$ cat src/rtl/iwg_pkg.sv
// iwg_pkg: shared types and constants of the im2col window gather block
// no dependencies; imported by iwg_addr_gen, im2col_window_gather and the testbench
`default_nettype none

package iwg_pkg;

  localparam int HEIGHT_W  = 9;
  localparam int PAD_W     = 4;
  localparam int STEP_W    = 4;
  localparam int CFG_W     = 9;
  localparam int CFG_IDX_W = 3;
  localparam int LADDR_W   = 12;
  localparam int WORD_W    = 32;
  localparam int CH_W      = 4;
  localparam int TAP_W     = 4;
  localparam int POS_W     = 8;
  localparam int CALC_W    = 24;

  typedef enum logic [CFG_IDX_W-1:0] {
    REG_IMAGE_HEIGHT  = 3'd0,
    REG_IMAGE_WIDTH   = 3'd1,
    REG_PAD_ROWS      = 3'd2,
    REG_PAD_COLS      = 3'd3,
    REG_STRIDE_ROWS   = 3'd4,
    REG_STRIDE_COLS   = 3'd5,
    REG_DILATION_ROWS = 3'd6,
    REG_DILATION_COLS = 3'd7
  } iwg_reg_t;

  typedef struct packed {
    logic [HEIGHT_W-1:0] image_height;
    logic [HEIGHT_W-1:0] image_width;
    logic [PAD_W-1:0]    pad_rows;
    logic [PAD_W-1:0]    pad_cols;
    logic [STEP_W-1:0]   stride_rows;
    logic [STEP_W-1:0]   stride_cols;
    logic [STEP_W-1:0]   dilation_rows;
    logic [STEP_W-1:0]   dilation_cols;
  } iwg_cfg_t;

  typedef struct packed {
    logic              vld;
    logic              fetch;
    logic              pad;
    logic [CALC_W-1:0] addr;
  } iwg_req_t;

endpackage

`default_nettype wire

$ cat src/rtl/iwg_addr_gen.sv
// iwg_addr_gen: three-stage source position and flat address pipeline
// depends on iwg_pkg
`default_nettype none

module iwg_addr_gen (
  input  wire logic                          clk,
  input  wire logic                          rst_n,
  input  wire logic                          adv,
  input  wire iwg_pkg::iwg_cfg_t             cfg,
  input  wire logic                          in_vld,
  input  wire logic                          in_fetch,
  input  wire logic [iwg_pkg::LADDR_W-1:0]   load_address,
  input  wire logic [iwg_pkg::WORD_W-1:0]    load_value,
  input  wire logic [iwg_pkg::CH_W-1:0]      channel,
  input  wire logic [iwg_pkg::TAP_W-1:0]     kernel_row,
  input  wire logic [iwg_pkg::TAP_W-1:0]     kernel_col,
  input  wire logic [iwg_pkg::POS_W-1:0]     out_row,
  input  wire logic [iwg_pkg::POS_W-1:0]     out_col,
  output iwg_pkg::iwg_req_t                  req,
  output logic      [iwg_pkg::WORD_W-1:0]    req_value
);
  import iwg_pkg::*;

  localparam int PROD_W = POS_W + STEP_W;
  localparam int TPRD_W = TAP_W + STEP_W;
  localparam int CHH_W  = CH_W + HEIGHT_W;
  localparam int POSN_W = PROD_W + 2;
  localparam int BASE_W = CHH_W + 1;

  // stage 1: products
  logic                  s1_vld_r, s1_fetch_r;
  logic [LADDR_W-1:0]    s1_la_r;
  logic [WORD_W-1:0]     s1_lv_r;
  logic [PROD_W-1:0]     s1_rprod_r, s1_cprod_r;
  logic [TPRD_W-1:0]     s1_rtap_r, s1_ctap_r;
  logic [CHH_W-1:0]      s1_chh_r;

  // stage 2: bounds and row base
  logic                  s2_vld_r, s2_fetch_r, s2_pad_r;
  logic [LADDR_W-1:0]    s2_la_r;
  logic [WORD_W-1:0]     s2_lv_r;
  logic [BASE_W-1:0]     s2_base_r;
  logic [HEIGHT_W-1:0]   s2_col_r;

  // stage 3: flat address
  logic                  s3_vld_r, s3_fetch_r, s3_pad_r;
  logic [CALC_W-1:0]     s3_addr_r;
  logic [WORD_W-1:0]     s3_lv_r;

  logic [POSN_W-1:0]     row_nxt, col_nxt;
  logic                  pad_nxt;
  logic [BASE_W-1:0]     base_nxt;
  logic [CALC_W-1:0]     addr_nxt;

  always_ff @(posedge clk) begin
    if (!rst_n) begin
      s1_vld_r <= 1'b0;
      s2_vld_r <= 1'b0;
      s3_vld_r <= 1'b0;
    end else if (adv) begin
      s1_vld_r <= in_vld;
      s2_vld_r <= s1_vld_r;
      s3_vld_r <= s2_vld_r;
    end
  end

  always_ff @(posedge clk) begin
    if (adv) begin
      s1_fetch_r <= in_fetch;
      s1_la_r    <= load_address;
      s1_lv_r    <= load_value;
      s1_rprod_r <= PROD_W'(out_row) * PROD_W'(cfg.stride_rows);
      s1_cprod_r <= PROD_W'(out_col) * PROD_W'(cfg.stride_cols);
      s1_rtap_r  <= TPRD_W'(kernel_row) * TPRD_W'(cfg.dilation_rows);
      s1_ctap_r  <= TPRD_W'(kernel_col) * TPRD_W'(cfg.dilation_cols);
      s1_chh_r   <= CHH_W'(channel) * CHH_W'(cfg.image_height);

      s2_fetch_r <= s1_fetch_r;
      s2_la_r    <= s1_la_r;
      s2_lv_r    <= s1_lv_r;
      s2_pad_r   <= pad_nxt;
      s2_base_r  <= base_nxt;
      s2_col_r   <= col_nxt[HEIGHT_W-1:0];

      s3_fetch_r <= s2_fetch_r;
      s3_pad_r   <= s2_pad_r;
      s3_lv_r    <= s2_lv_r;
      s3_addr_r  <= addr_nxt;
    end
  end

  always_comb begin
    row_nxt  = POSN_W'(s1_rprod_r) + POSN_W'(s1_rtap_r) - POSN_W'(cfg.pad_rows);
    col_nxt  = POSN_W'(s1_cprod_r) + POSN_W'(s1_ctap_r) - POSN_W'(cfg.pad_cols);
    // sign bit set means above or left of the image
    pad_nxt  = row_nxt[POSN_W-1] || col_nxt[POSN_W-1]
            || (row_nxt >= POSN_W'(cfg.image_height))
            || (col_nxt >= POSN_W'(cfg.image_width));
    base_nxt = BASE_W'(s1_chh_r) + BASE_W'(row_nxt[HEIGHT_W-1:0]);
    if (s2_fetch_r) begin
      addr_nxt = CALC_W'(s2_base_r) * CALC_W'(cfg.image_width) + CALC_W'(s2_col_r);
    end else begin
      addr_nxt = CALC_W'(s2_la_r);
    end
  end

  always_comb begin
    req.vld   = s3_vld_r;
    req.fetch = s3_fetch_r;
    req.pad   = s3_pad_r;
    req.addr  = s3_addr_r;
  end

  assign req_value = s3_lv_r;

endmodule

`default_nettype wire

$ cat config.mk
export PLATFORM = sky130hd
export DESIGN_NAME = iwg_addr_gen
export DESIGN_NICKNAME = d
export VERILOG_FILES = /design/src/rtl/iwg_pkg.sv /design/src/rtl/iwg_addr_gen.sv
export SDC_FILE = /design/constraint.sdc
export NUM_CORES = 1
export LEC_CHECK = 0
export ABC_AREA = 1
export BUFFER_PORTS_ARGS = -buffer_cell sky130_fd_sc_hd__buf_2
export CORE_MARGIN = 1.5
export CORE_UTILIZATION = 66
export CTS_CLUSTER_SIZE = 28
export DETAILED_ROUTE_END_ITERATION = 6
export PLACE_DENSITY = 0.95
export RECOVER_POWER = 50
export SYNTH_ARGS = -nofsm -noshare
export SYNTH_HDL_FRONTEND = slang
export SYNTH_SLANG_ARGS = --single-unit
$ cat constraint.sdc
create_clock -name clk -period 17.7 [get_ports clk]
set_clock_uncertainty 0.05 [all_clocks]
set_input_delay 3.54 -clock clk [delete_from_list [all_inputs] [get_ports clk]]
set_output_delay 3.54 -clock clk [all_outputs]
set_load 0.02 [all_outputs]
==> flow_summary_export.csv <==
group,metric,value,unit
run_status,status,"finished with violations",
run_status,violations,"capacitance limit, slew limit",
synthesis,synth_warnings,0,
synthesis,yosysMostFrequentCell,"nand2_1",
global_route,met3_usage,0.0494,
critical_path,start_kind,"input pin",
cts,cts_hold_buf,0,
critical_path,cp.arrival,8.35,ns
synthesis,ys_ff_latch,228,
drt,antenna_left,0,
critical_path,end_kind,"flop",
final_layout,final-seq-area,0.00682,mm^2
global_route,grt_pass1_vias,13900,
final_layout,area_growth,10.7,%
synthesis,synth_top_family_by_area,"adder cells",
cts,clkTransAtPathRegs,0.06,ns
synthesis,synth_edf_count,225,
global_route,antenna_found_initial,3,
global_route,grt_use_total,0.289,
cts,ctsHtreeMaxLevel,1,
sta,setup-violations-final,0,
synthesis,synthFlopType,"edfxtp_1",
place,port_buffers,177,
cts,cts_sinks,228,
sta,fmax,123,MHz
global_route,grt_max_degree,94,
sta,max_slew_margin,-2.16,
final_layout,final_cells,2510,
sta,tns,0,ns
synthesis,synth.top_cell.area_share,0.369,
synthesis,synthArstFlopShare,0,
final_layout,fill_cells,1854,
synthesis,synth.cell_area,0.0183,mm^2
sta,holdWs,0.367,ns
floorplanning,core-area,0.0271,mm^2
floorplanning,io_pins,178,
synthesis,synth_area_leaders,"edfxtp_1 (37%), fa_1 (16%), ha_1 (14%), nand2_1 (9.7%), inv_1 (9.0%)",
synthesis,seq_area_frac_synth,0.372,
floorplanning,die_w,170,um
critical_path,crit_required,17.94,ns
final_layout,multiInputGateArea,0.00968,mm^2
global_route,met2_usage,0.535,
drt,drtIter0Drc,1033,
sta,finalMaxSlewViolations,94,
sta,rsz0062_at_grt,"no",
cts,cts_buffers,24,
sta,finalCriticalPeriod,8.11,ns
global_route,grt_pass1_wl,65.5,mm
floorplanning,die_y,170,um
floorplanning,row_count,60,
sta,finalHoldViolations,0,
synthesis,post-synth-top-area-cell,"edfxtp_1",
drt,firstDrtPassIters,7,
drt,drc,0,
cts,cts_tree,"done",
global_route,grt_overflow,0,
synthesis,synthMuxAreaShare,0,
place,finalWeightedCongestion,0.934,
floorplanning,die_area,0.0288,mm^2
synthesis,yosys.area_share.simple,0.150,
synthesis,yosysUniqueCellTypes,40,
run,cap_violations,1,
sta,timing.final.crit_share,0.458,
synthesis,synth_cells,1954,
global_route,top_usage_layer,"met2",
synthesis,synth_compound_area_frac,0.0497,
cts,cts_setup_buffers,0,
sta,tightest_slew,4.74,ns
final_layout,drive_gt1_frac,0.104,
cts,root_buffer,"clkbuf_16",
cts,post_cts_resized,0,
drt,vias,13400,
synthesis,synth_fp_nets,2421,
cts,clockBufferDepth,3,
critical_path,crit_fanout,15,
synthesis,synth_xor_area_frac,0.0315,
worst_hold_path,hold_path_class,"flop to flop",
synthesis,synth_area_per_cell,9.38,um^2
global_route,use_met1,0.327,
cts,clock_latency,0.53,ns
synthesis,netlist_top_cells_count,"nand2_1 (476), inv_1 (438), edfxtp_1 (225)",
critical_path,crit_type,"input pin to flop",
final_layout,nNetsFinal,2585,
drt,wirelength,40.4,mm
place,place_hpwl,31.4,mm
place,dp.cells,2464,
drt,post_drt_wl_per_cell,16.1,um
floorplanning,start_util,0.677,
drt,routed_via_density,5.36,
synthesis,yosys.area_share.adder,0.297,
## state kept, by name, indices dropped and copies added (netlist names), 9 cells and up
signal / count
req_value: 32
s1_chh_r: 13
s1_cprod_r: 12
s1_la_r: 12
s1_lv_r: 32
s1_rprod_r: 12
s2_base_r: 14
s2_col_r: 9
s2_la_r: 12
s2_lv_r: 32
s3_addr_r: 24
## layout by cell type, fill, tap and decap left out, types with 4 or more instances in the layout
cell / instances
inv_2: 6
nand2_1: 476
o21ai_0: 30
inv_1: 438
xnor2_1: 20
a31oi_1: 4
clkbuf_1: 40
ha_1: 202
nand2_2: 7
a21oi_2: 5
edfxtp_1: 225
clkbuf_16: 24
nor2_2: 13
clkinv_1: 5
nor3_1: 4
nand4_1: 19
fa_1: 146
buf_2: 139
a21oi_1: 74
o21ai_1: 12
xor2_1: 46
clkinvlp_4: 4
o21bai_1: 11
nor2_1: 86
nor3_2: 4
nand3_1: 58
## cell families (layout without fill, tap and decap cells)
kind of cell / count (synthesis) / after routing
other: 0 / 3
buffers and inverters: 486 / 667
DFF: 228 / 228
xor gates and xnor gates: 66 / 66
AOI/OAI and AO/OA: 155 / 155
adders and majority gates: 348 / 348
and+or+nand+nor: 671 / 671
## per-layer routing
metal | vias to the layer above | routed length [um] | part of all wire
met1 | 6383 | 15300 | 0.38
met2 | 476 | 21200 | 0.52
li1 | 6461 | - | -
met5 | - | 0 | 0
met4 | 0 | 1710 | 0.042
met3 | 128 | 2240 | 0.055
## through the flow
| stage | setup WS (ns) | instance area (um^2) | util |
|---|---|---|---|
| after global placement | 9.30 | 19500 | 0.721 |
| after global routing | 9.13 | 20300 | 0.749 |
| after floorplan | 9.69 | 18300 | - |
| after CTS | 9.81 | 20400 | 0.751 |
| after detailed placement | 9.24 | 19500 | 0.721 |
| final | 9.59 | 20300 | 0.749 |
## worst max-delay path, stage by stage
cell and delay (ns):
clkbuf_1 0.52, nand2_1 0.15, fa_1 0.50, inv_1 0.05, fa_1 0.49, inv_1 0.05
fa_1 0.49, inv_1 0.06, fa_1 0.53, inv_1 0.05, fa_1 0.50, inv_1 0.05
ha_1 0.36, a21oi_2 0.21, nor2_1 0.06, nor2_1 0.17, nand3_1 0.15, a21oi_1 0.22
nand2_1 0.07, nand2_1 0.06, nor2_1 0.05
## final timing paths
path	from	to	slack, ns	cells past startpoint
setup / recovery	cfg[24]	s3_addr_r[14]$_SDFFCE_PN0P_	9.59	21
setup reg to reg	s2_base_r[5]$_DFFE_PP_	s3_addr_r[14]$_SDFFCE_PN0P_	12.49	20
hold reg to reg	s2_lv_r[23]$_DFFE_PP_	req_value[23]$_DFFE_PP_	0.37	0
hold / removal	s2_lv_r[23]$_DFFE_PP_	req_value[23]$_DFFE_PP_	0.37	0
## cell type report
type | count | share of cell area
Tap cell | 372 | 0.0229
Inverter | 445 | 0.0823
Clock buffer | 26 | 0.0300
Antenna cell | 3 | 0.000370
Timing Repair Buffer | 179 | 0.0420
Clock inverter | 17 | 0.00986
Sequential cell | 228 | 0.336
Multi-Input combinational cell | 1240 | 0.477
Power is left out: the tool's default activity adds up to more than one toggle a clock period on the data nets, which glitch-free logic cannot reach.
